$ cat src/design/bpm_pkg.sv
// ----------------------------------------------------------------------------
// Byte pattern matcher package
// Shared constants, register index codes and word types of the matcher.
// ----------------------------------------------------------------------------
package bpm_pkg;

  // Defaults for the top-level parameters.
  localparam int unsigned MaxPatternDef = 16;
  localparam int unsigned OffsetBitsDef = 32;

  // Fixed field and register widths.
  localparam int unsigned ByteW      = 8;
  localparam int unsigned PatBytes   = 16;
  localparam int unsigned PatSelW    = $clog2(PatBytes);
  localparam int unsigned CfgIdxW    = 2;
  localparam int unsigned CfgDataW   = 64;
  localparam int unsigned PatLenW    = 5;
  localparam int unsigned OffsetOutW = 32;

  // Configuration register indexes.
  typedef enum logic [CfgIdxW-1:0] {
    REG_PATTERN_LOW    = 2'd0,
    REG_PATTERN_HIGH   = 2'd1,
    REG_PATTERN_LENGTH = 2'd2
  } cfg_reg_e;

  // Input word: one byte of the searched buffer.
  typedef struct packed {
    logic [ByteW-1:0] data_byte;
    logic             buffer_end;
  } in_word_t;

  // Output word: one reported match.
  typedef struct packed {
    logic [OffsetOutW-1:0] match_offset;
    logic                  match_in_last;
  } out_word_t;

  // Window control handed to every cell.
  typedef struct packed {
    logic shift;
    logic clear;
  } ctrl_t;

endpackage

$ cat src/design/bpm_stream_if.sv
// ----------------------------------------------------------------------------
// Byte pattern matcher stream interface
// Valid/ready channel carrying one word of type T per handshake.
// ----------------------------------------------------------------------------
interface bpm_stream_if #(
  parameter type T = logic
);

  logic valid;
  logic ready;
  T     data;

  modport source (output valid, output data, input ready);
  modport sink   (input valid, input data, output ready);

endinterface

$ cat src/design/bpm_cell.sv
// ----------------------------------------------------------------------------
// Byte pattern matcher window cell
// Holds one earlier byte of the buffer, passes it on to the next cell on each
// shift and compares it against the pattern byte aligned to its position.
// ----------------------------------------------------------------------------
module bpm_cell (
  input  logic          clk_i,
  input  logic          rst_ni,
  input  bpm_pkg::ctrl_t ctrl_i,
  input  logic [7:0]    byte_i,
  input  logic          valid_i,
  input  logic [7:0]    pat_byte_i,
  input  logic          active_i,
  output logic [7:0]    byte_o,
  output logic          valid_o,
  output logic          ok_o
);

  logic [7:0] byte_q;
  logic       valid_q;

  // Valid flag: cleared at the end of a buffer, shifted in otherwise.
  always_ff @(posedge clk_i or negedge rst_ni) begin
    if (!rst_ni) begin
      valid_q <= 1'b0;
    end else if (ctrl_i.clear) begin
      valid_q <= 1'b0;
    end else if (ctrl_i.shift) begin
      valid_q <= valid_i;
    end
  end

  // Stored byte; only meaningful while the valid flag is set.
  always_ff @(posedge clk_i) begin
    if (ctrl_i.shift) begin
      byte_q <= byte_i;
    end
  end

  assign byte_o  = byte_q;
  assign valid_o = valid_q;

  // A position beyond the pattern length never blocks a match.
  assign ok_o = !active_i || (valid_q && (byte_q == pat_byte_i));

endmodule

$ cat src/design/bpm_out_stage.sv
// ----------------------------------------------------------------------------
// Byte pattern matcher output stage
// Output register with a one-word skid buffer behind it, so the input side
// keeps running while a found match waits to be taken.
// ----------------------------------------------------------------------------
module bpm_out_stage (
  input  logic                clk_i,
  input  logic                rst_ni,
  input  logic                push_i,
  input  bpm_pkg::out_word_t  word_i,
  output logic                full_o,
  bpm_stream_if.source        out_o
);

  import bpm_pkg::*;

  logic      out_valid_q, out_valid_d;
  logic      skid_valid_q, skid_valid_d;
  out_word_t out_word_q, out_word_d;
  out_word_t skid_word_q, skid_word_d;
  logic      pop;

  assign pop = out_valid_q && out_o.ready;

  // Next-state logic; a push never arrives while the skid word is held.
  always_comb begin
    out_valid_d  = out_valid_q;
    skid_valid_d = skid_valid_q;
    out_word_d   = out_word_q;
    skid_word_d  = skid_word_q;
    if (skid_valid_q) begin
      if (pop) begin
        out_word_d   = skid_word_q;
        skid_valid_d = 1'b0;
      end
    end else if (push_i) begin
      if (!out_valid_q || pop) begin
        out_word_d  = word_i;
        out_valid_d = 1'b1;
      end else begin
        skid_word_d  = word_i;
        skid_valid_d = 1'b1;
      end
    end else if (pop) begin
      out_valid_d = 1'b0;
    end
  end

  // Control flags.
  always_ff @(posedge clk_i or negedge rst_ni) begin
    if (!rst_ni) begin
      out_valid_q  <= 1'b0;
      skid_valid_q <= 1'b0;
    end else begin
      out_valid_q  <= out_valid_d;
      skid_valid_q <= skid_valid_d;
    end
  end

  // Payload registers.
  always_ff @(posedge clk_i) begin
    out_word_q  <= out_word_d;
    skid_word_q <= skid_word_d;
  end

  assign full_o     = skid_valid_q;
  assign out_o.valid = out_valid_q;
  assign out_o.data  = out_word_q;

endmodule

$ cat src/design/byte_pattern_matcher.sv
// ----------------------------------------------------------------------------
// Byte pattern matcher
// Streaming search that reports the start offset of every occurrence of a
// configured pattern of 1 to MAX_PATTERN bytes, overlapping ones included.
// ----------------------------------------------------------------------------
// The matcher takes one byte per clock cycle while ready is high. Earlier
// bytes of the buffer sit in a chain of window cells that shift by one place
// for every accepted word, and all cells compare against the pattern in
// parallel, so a match is found in the cycle its last byte is accepted and is
// then registered. The output register is backed by a one-word skid
// buffer: input ready drops only when two found matches are waiting, and a
// word without a match never needs output space. A word with buffer_end set
// clears the window and restarts the offset count for the next buffer.
// Configuration registers may be written only while no match is pending.
module byte_pattern_matcher #(
  parameter int unsigned MAX_PATTERN = bpm_pkg::MaxPatternDef,
  parameter int unsigned OFFSET_BITS = bpm_pkg::OffsetBitsDef
) (
  input  logic                         clk_i,
  input  logic                         rst_ni,
  input  logic                         cfg_we_i,
  input  logic [bpm_pkg::CfgIdxW-1:0]  cfg_index_i,
  input  logic [bpm_pkg::CfgDataW-1:0] cfg_wdata_i,
  bpm_stream_if.sink                   stream_i,
  bpm_stream_if.source                 match_o
);

  import bpm_pkg::*;

  localparam int unsigned LenW = $clog2(MAX_PATTERN + 1);

  logic [CfgDataW-1:0]                pat_low_q;
  logic [CfgDataW-1:0]                pat_high_q;
  logic [PatLenW-1:0]                 pat_len_q;
  logic [PatBytes-1:0][ByteW-1:0]     pat_bytes;
  logic [LenW-1:0]                    len_eff;
  logic [MAX_PATTERN-1:0][ByteW-1:0]  win_byte;
  logic [MAX_PATTERN-1:0][ByteW-1:0]  pat_at;
  logic [MAX_PATTERN-1:0]             win_valid;
  logic [MAX_PATTERN-1:0]             active;
  logic [MAX_PATTERN-1:0]             cell_ok;
  logic [OFFSET_BITS-1:0]             offset_q;
  logic [OFFSET_BITS-1:0]             start;
  in_word_t                           in_word;
  out_word_t                          res_word;
  ctrl_t                              ctrl;
  logic                               accept;
  logic                               hit;
  logic                               skid_full;

  // Configuration registers.
  always_ff @(posedge clk_i or negedge rst_ni) begin
    if (!rst_ni) begin
      pat_low_q  <= '0;
      pat_high_q <= '0;
      pat_len_q  <= PatLenW'(1);
    end else if (cfg_we_i) begin
      unique case (cfg_index_i)
        REG_PATTERN_LOW:    pat_low_q  <= cfg_wdata_i;
        REG_PATTERN_HIGH:   pat_high_q <= cfg_wdata_i;
        REG_PATTERN_LENGTH: pat_len_q  <= cfg_wdata_i[PatLenW-1:0];
        default: ;
      endcase
    end
  end

  assign pat_bytes = {pat_high_q, pat_low_q};

  // Pattern length in use, saturated to the window size.
  always_comb begin
    if (pat_len_q > PatLenW'(MAX_PATTERN)) begin
      len_eff = LenW'(MAX_PATTERN);
    end else begin
      len_eff = LenW'(pat_len_q);
    end
  end

  // Input handshake and window control.
  assign in_word        = stream_i.data;
  assign accept         = stream_i.valid && stream_i.ready;
  assign stream_i.ready = !skid_full;
  assign ctrl.shift     = accept && !in_word.buffer_end;
  assign ctrl.clear     = accept && in_word.buffer_end;

  // Position zero is the incoming byte itself.
  assign win_byte[0]  = in_word.data_byte;
  assign win_valid[0] = 1'b1;
  assign cell_ok[0]   = (in_word.data_byte == pat_at[0]);

  // Pattern alignment and the chain of window cells.
  for (genvar k = 0; k < MAX_PATTERN; k++) begin : g_pos
    logic [PatSelW-1:0] sel;

    assign sel       = PatSelW'(32'(len_eff) - 32'(k) - 32'd1);
    assign pat_at[k] = pat_bytes[sel];
    assign active[k] = (32'(len_eff) > 32'(k));

    if (k > 0) begin : g_cell
      bpm_cell u_cell (
        .clk_i      (clk_i),
        .rst_ni     (rst_ni),
        .ctrl_i     (ctrl),
        .byte_i     (win_byte[k-1]),
        .valid_i    (win_valid[k-1]),
        .pat_byte_i (pat_at[k]),
        .active_i   (active[k]),
        .byte_o     (win_byte[k]),
        .valid_o    (win_valid[k]),
        .ok_o       (cell_ok[k])
      );
    end
  end

  // An empty pattern never matches; position zero is always in use otherwise.
  assign hit = active[0] && (&cell_ok);

  // Offset of the incoming byte within its buffer.
  always_ff @(posedge clk_i or negedge rst_ni) begin
    if (!rst_ni) begin
      offset_q <= '0;
    end else if (ctrl.clear) begin
      offset_q <= '0;
    end else if (ctrl.shift) begin
      offset_q <= offset_q + OFFSET_BITS'(1);
    end
  end

  // Start of the match, wrapped at the offset width.
  assign start = offset_q - OFFSET_BITS'(len_eff) + OFFSET_BITS'(1);

  assign res_word.match_offset  = OffsetOutW'(start);
  assign res_word.match_in_last = in_word.buffer_end;

  bpm_out_stage u_out_stage (
    .clk_i  (clk_i),
    .rst_ni (rst_ni),
    .push_i (accept && hit),
    .word_i (res_word),
    .full_o (skid_full),
    .out_o  (match_o)
  );

endmodule

$ cat src/flat_wrapper.sv
// flat-port wrapper written by rule: the top's interface ports become plain ports
module byte_pattern_matcher_flat import bpm_pkg::*;
#(
  parameter int unsigned MAX_PATTERN = bpm_pkg::MaxPatternDef,
  parameter int unsigned OFFSET_BITS = bpm_pkg::OffsetBitsDef
)
  (clk_i, rst_ni, cfg_we_i, cfg_index_i, cfg_wdata_i, stream_i_valid, stream_i_data, stream_i_ready, match_o_valid, match_o_data, match_o_ready);
  bpm_stream_if stream_i_i ();
  bpm_stream_if match_o_i ();
  input  logic clk_i;
  input  logic rst_ni;
  input  logic cfg_we_i;
  input  logic [bpm_pkg::CfgIdxW-1:0] cfg_index_i;
  input  logic [bpm_pkg::CfgDataW-1:0] cfg_wdata_i;
  input wire logic [$bits(stream_i_i.valid)-1:0] stream_i_valid;
  input wire logic [$bits(stream_i_i.data)-1:0] stream_i_data;
  output wire logic [$bits(stream_i_i.ready)-1:0] stream_i_ready;
  output wire logic [$bits(match_o_i.valid)-1:0] match_o_valid;
  output wire logic [$bits(match_o_i.data)-1:0] match_o_data;
  input wire logic [$bits(match_o_i.ready)-1:0] match_o_ready;
  assign stream_i_i.valid = stream_i_valid;
  assign stream_i_i.data = stream_i_data;
  assign stream_i_ready = stream_i_i.ready;
  assign match_o_valid = match_o_i.valid;
  assign match_o_data = match_o_i.data;
  assign match_o_i.ready = match_o_ready;
  byte_pattern_matcher #(.MAX_PATTERN(MAX_PATTERN), .OFFSET_BITS(OFFSET_BITS)) u_core (.clk_i(clk_i), .rst_ni(rst_ni), .cfg_we_i(cfg_we_i), .cfg_index_i(cfg_index_i), .cfg_wdata_i(cfg_wdata_i), .stream_i(stream_i_i), .match_o(match_o_i));
endmodule
$ cat config.mk
export PLATFORM = sky130hd
export DESIGN_NAME = byte_pattern_matcher_flat
export DESIGN_NICKNAME = d
export VERILOG_FILES = /design/src/design/bpm_pkg.sv /design/src/design/bpm_stream_if.sv /design/src/design/bpm_cell.sv /design/src/design/bpm_out_stage.sv /design/src/design/byte_pattern_matcher.sv /design/src/flat_wrapper.sv
export SDC_FILE = /design/constraint.sdc
export NUM_CORES = 1
export LEC_CHECK = 0
export BUFFER_PORTS_ARGS = -buffer_cell sky130_fd_sc_hd__buf_2
export CAP_MARGIN = 20
export CORE_MARGIN = 2
export CORE_UTILIZATION = 52
export DETAILED_ROUTE_END_ITERATION = 16
export PLACE_DENSITY = 0.74
export SETUP_SLACK_MARGIN = 0.05
export SLEW_MARGIN = 15
export SYNTH_ARGS = -nofsm -noshare
export SYNTH_HDL_FRONTEND = slang
export SYNTH_SLANG_ARGS = --single-unit
$ cat constraint.sdc
create_clock -name clk_i -period 4.7 [get_ports clk_i]
set_clock_uncertainty 0.05 [all_clocks]
set_input_delay 0.235 -clock clk_i [delete_from_list [all_inputs] [get_ports clk_i]]
set_output_delay 0.235 -clock clk_i [all_outputs]
set_load 0.05 [all_outputs]
==> run_summary.xml <==
<?xml version="1.0" encoding="UTF-8"?>
<metrics>
  <group name="power_and_ir_drop">
    <metric name="power_density" unit="nW/um2">435.2</metric>
    <metric name="power_leakage" unit="nW">4.259</metric>
    <metric name="power.switching_fraction" unit="%">35.68</metric>
    <metric name="switchingPower" unit="mW">1.632</metric>
    <metric name="internal_power" unit="mW">2.943</metric>
    <metric name="pwr-share-comb" unit="%">30.3</metric>
    <metric name="seq_power_share" unit="%">39.2</metric>
    <metric name="clock_power_share" unit="%">30.5</metric>
    <metric name="vdd.ir_drop.worst" unit="V">0.0002994</metric>
  </group>
  <group name="worst_setup_path">
    <metric name="worst_setup_path_start_kind" unit="">register</metric>
    <metric name="endpoint_kind" unit="">register</metric>
    <metric name="cpMaxStageDelayCell" unit="">sky130_fd_sc_hd__a2111oi_0</metric>
    <metric name="path_max_fanout" unit="">24</metric>
    <metric name="critical_path_buf_inv_count" unit="">3</metric>
    <metric name="worst_path_required_time" unit="ns">4.79</metric>
    <metric name="kind_of_cell_with_the_highest_combined_delay_on_the_critical_path" unit="">compound AO/OA/AOI/OAI gates</metric>
    <metric name="slowest_delay" unit="ns">0.74</metric>
    <metric name="worst-endpoint-arrival" unit="ns">4.61</metric>
    <metric name="criticalPathCategory" unit="">reg2reg</metric>
    <metric name="timing.critical_path.mode_cell" unit="">sky130_fd_sc_hd__buf_4</metric>
    <metric name="critical_path.cell_chain" unit="">and2b_1, buf_4, buf_4, o32ai_1, a2111oi_0, buf_4, o21ai_0, o21ai_0, o211a_1, o221ai_1, or4b_4, nor4_4, and3_1</metric>
  </group>
  <group name="global_route">
    <metric name="grt_pass1_vias" unit="">7398</metric>
    <metric name="largest_net_degree_at_the_start_of_global_routing" unit="">67</metric>
    <metric name="grt_first_pass_wirelength" unit="mm">41.66</metric>
    <metric name="grt-ovfl-total" unit="">0</metric>
    <metric name="grt_usage" unit="%">30.15</metric>
    <metric name="antenna_found_initial" unit="">0</metric>
  </group>
  <group name="floorplan">
    <metric name="placementRows" unit="">47</metric>
    <metric name="core_area" unit="um2">16580</metric>
    <metric name="floorplan.die.height" unit="um">134.4</metric>
    <metric name="ios" unit="">75</metric>
    <metric name="initial_utilization" unit="%">53.30</metric>
    <metric name="die_width" unit="um">134.4</metric>
    <metric name="full_die_area" unit="um2">18060</metric>
  </group>
  <group name="placement">
    <metric name="place.detailed.hpwl" unit="mm">18.76</metric>
    <metric name="io_buffer_count" unit="">74</metric>
    <metric name="gp_routability_congestion" unit="">1.025</metric>
    <metric name="detailedPlace.worstSlack" unit="ns">0.3272</metric>
    <metric name="dpl_cell_area" unit="um2">9480</metric>
  </group>
  <group name="cts">
    <metric name="cts_setup_buffers" unit="">0</metric>
    <metric name="tritoncts" unit="">yes</metric>
    <metric name="cts-buffers-inserted" unit="">17</metric>
    <metric name="worst_setup_hold_path_clk_slew" unit="ns">0.07</metric>
    <metric name="tritoncts_num_sinks" unit="">152</metric>
    <metric name="clock_path_buffers" unit="">2</metric>
    <metric name="htree_num_levels" unit="">4</metric>
    <metric name="clock_latency" unit="ns">0.44</metric>
    <metric name="cts_root_buf" unit="">sky130_fd_sc_hd__clkbuf_16</metric>
  </group>
  <group name="layout">
    <metric name="drive_gt1_share" unit="%">30.72</metric>
    <metric name="postLayoutCellArea" unit="um2">10510</metric>
    <metric name="multi_input_gate_area_in_the_final_layout" unit="um2">4758</metric>
    <metric name="postLayoutCoreUtil" unit="%">63.38</metric>
    <metric name="synthToLayoutAreaGrowth" unit="%">18.93</metric>
    <metric name="fin_nets" unit="">1021</metric>
    <metric name="antenna_cells_inserted" unit="">0</metric>
    <metric name="fill_count" unit="">1315</metric>
    <metric name="layout.area.seq" unit="um2">3815</metric>
  </group>
  <group name="detailed_routing">
    <metric name="remaining_drc_errors" unit="">0</metric>
    <metric name="iteration_0_drc_markers" unit="">948</metric>
    <metric name="total_number_of_vias" unit="">7585</metric>
    <metric name="ant_nets" unit="">0</metric>
    <metric name="routed_wirelength" unit="mm">26.52</metric>
    <metric name="detail_route.wl_per_cell" unit="um">22.53</metric>
    <metric name="vias_per_cell" unit="">6.444</metric>
    <metric name="total_routed_wire_length_on_the_met1_layer" unit="mm">11.33</metric>
    <metric name="top_metal_layer_carrying_routed_signals" unit="">met4</metric>
    <metric name="drtPass1Iterations" unit="">7</metric>
    <metric name="dr_wl_met3" unit="mm">2.336</metric>
    <metric name="met2_routed_wirelength" unit="mm">11.89</metric>
  </group>
  <group name="sta">
    <metric name="postLayoutSetupSlackWorst" unit="ns">0.1842</metric>
    <metric name="timing.fmax" unit="MHz">221.4</metric>
    <metric name="drv_slew" unit="">0</metric>
    <metric name="period_needed" unit="ns">4.516</metric>
    <metric name="post-route-period-util" unit="%">96.08</metric>
    <metric name="final-setup-viol-count" unit="">0</metric>
    <metric name="max-slew-margin-rel" unit="%">42.32</metric>
    <metric name="finalHoldViolCount" unit="">0</metric>
    <metric name="worst-slew-pin-transition" unit="ns">0.8652</metric>
    <metric name="setup_repair_after_global_routing_missed_its_margin" unit="">false</metric>
    <metric name="finalSetupTns" unit="ns">0</metric>
  </group>
  <group name="yosys">
    <metric name="ys_async_sr_fraction" unit="%">98.68</metric>
    <metric name="syn_inst" unit="">838</metric>
    <metric name="post_synth.cell_area_avg" unit="um2">10.55</metric>
    <metric name="netlist_area" unit="um2">8838</metric>
    <metric name="synth_top_flop_cell" unit="">sky130_fd_sc_hd__dfrtp_1</metric>
    <metric name="synth-edff-count" unit="">2</metric>
    <metric name="syn_nets" unit="">915</metric>
    <metric name="synth_seq_cells" unit="">152</metric>
    <metric name="number_of_different_library_cells_in_the_post_synthesis_netlist" unit="">68</metric>
    <metric name="synthesis.yosys.warnings" unit="">0</metric>
    <metric name="synth_sequential_area_ratio" unit="%">43.16</metric>
  </group>
  <group name="min_path">
    <metric name="hold_path.class" unit="">in2reg</metric>
  </group>
  <group name="flow_run">
    <metric name="maxCapViolCount" unit="">0</metric>
  </group>
  <group name="status">
    <metric name="status" unit="">completed</metric>
  </group>
</metrics>
==> cell families after synthesis <==
logic type	count (synthesis)	synth area share [%]
adder cells (fa/ha/maj)	5	0.7078
buffers and inverters	70	3.228
AO/OA/AOI/OAI	146	11.65
flip-flops	152	43.16
XOR/XNOR	8	0.7928
multiplexers	174	23.74
AND/OR/NAND/NOR	283	16.72
==> power groups by stage <==
| stage | registers [mW] | logic (mW) | clock network [mW] |
|---|---|---|---|
| 6_report | 1.80 | 1.39 | 1.39 |
| 5_1_grt | 1.82 | 1.48 | 1.46 |
| 4_1_cts | 1.78 | 1.35 | 1.41 |
| 3_5_place_dp | 1.80 | 1.32 | 0 |
| 3_3_place_gp | 1.79 | 1.30 | 0 |
| 2_1_floorplan | 1.70 | 0.960 | 0 |
==> routing by layer <==
metal,track usage (%),vias up
met4,12.40,0
met1,42.25,3719
met3,7.105,72
met5,0,-
met2,45.29,397
li1,-,3397
==> registers in the layout, summed over array words and instances (netlist names) <==
register and cells:
u_core.pat_high_q 64, u_core.pat_low_q 64, u_core.g_pos.g_cell.u_cell.valid_o 15, u_core.pat_len_q 5
u_core.u_out_stage.full_o 1, u_core.u_out_stage.out_o.data 1, u_core.u_out_stage.out_o.valid 1, u_core.u_out_stage.skid_word_q 1
==> cells in the mapped netlist, types with 7 or more instances <==
cell type | number | area [um2]
sky130_fd_sc_hd__a21oi_1 | 17 | 85.08
sky130_fd_sc_hd__nand3b_1 | 8 | 60.06
sky130_fd_sc_hd__o21ai_0 | 36 | 180.2
sky130_fd_sc_hd__a211oi_1 | 9 | 67.56
sky130_fd_sc_hd__o22ai_1 | 8 | 50.05
sky130_fd_sc_hd__nand3_1 | 20 | 100.1
sky130_fd_sc_hd__or4_1 | 7 | 52.55
sky130_fd_sc_hd__mux2_2 | 135 | 1520
sky130_fd_sc_hd__dfrtp_1 | 149 | 3729
sky130_fd_sc_hd__or3_1 | 12 | 75.07
sky130_fd_sc_hd__nor4_1 | 28 | 175.2
sky130_fd_sc_hd__clkbuf_1 | 42 | 157.7
sky130_fd_sc_hd__nor3b_1 | 9 | 67.56
sky130_fd_sc_hd__nor3_1 | 43 | 215.2
sky130_fd_sc_hd__mux4_2 | 15 | 337.8
sky130_fd_sc_hd__inv_1 | 13 | 48.80
sky130_fd_sc_hd__nand2b_1 | 17 | 106.4
sky130_fd_sc_hd__mux2i_1 | 24 | 240.2
sky130_fd_sc_hd__nand2_1 | 60 | 225.2
sky130_fd_sc_hd__buf_2 | 7 | 35.03
sky130_fd_sc_hd__nor2_1 | 51 | 191.4
==> layout make-up <==
cell class / count / share of cell area, %
well taps: 220 / 2.619
repair buffers: 143 / 9.677
clock inverters: 14 / 1.536
inverters: 14 / 0.5237
flip-flops and latches: 152 / 36.29
clock buffers: 18 / 4.083
multi-input cells: 616 / 45.27
==> what timing repair did <==
action	CTS	global route
hold endpoints to repair	118	3
hold buffers	41	3
endpoints found under the setup margin	0	0
resized for setup	0	0
==> through the flow <==
stage / power [mW] / instances / hold slack (ns)
after CTS: 4.534 / 1174 / 0.0001562
after global routing: 4.751 / 1177 / 0.001624
final: 4.575 / 1177 / 0.003615
after detailed placement: 3.116 / 1101 / 0.1684
after floorplan: 2.657 / 838 / -0.1106
after global placement: 3.094 / 1101 / 0.1629
==> worst paths after layout <==
path / start / end / slack, ns / depth (start not counted)
max: u_core.pat_len_q[0] / u_core.u_out_stage.skid_word_q[0] / 0.18 / 13
min: cfg_wdata_i[21] / u_core.pat_low_q[21] / 0.004 / 2
max reg2reg: u_core.pat_len_q[0] / u_core.u_out_stage.skid_word_q[0] / 0.18 / 13
min reg2reg: u_core.g_pos[7].g_cell.u_cell.valid_o / u_core.g_pos[7].g_cell.u_cell.valid_o / 0.43 / 2
max in group asynchronous: rst_ni / u_core.pat_low_q[61] / 3.30 / 3
min in group asynchronous: rst_ni / u_core.pat_high_q[20] / 0.26 / 2
==> placed cells by master, fill, tap and decap left out, drive strengths merged, types with 7 or more instances in the layout <==
master         n
nand2b        17
or4            7
a21oi         17
nand3b         8
mux2i         24
or3           12
inv           21
nand2         60
o22ai          8
mux2         135
nor3b          9
clkbuf        18
a211oi         9
dlygate4sd3   44
buf           99
dfrtp        149
nor4          29
nand3         20
o21ai         37
nor3          43
nor2          51
mux4          15
No activity file was read; power rests on OpenSTA's default activity.
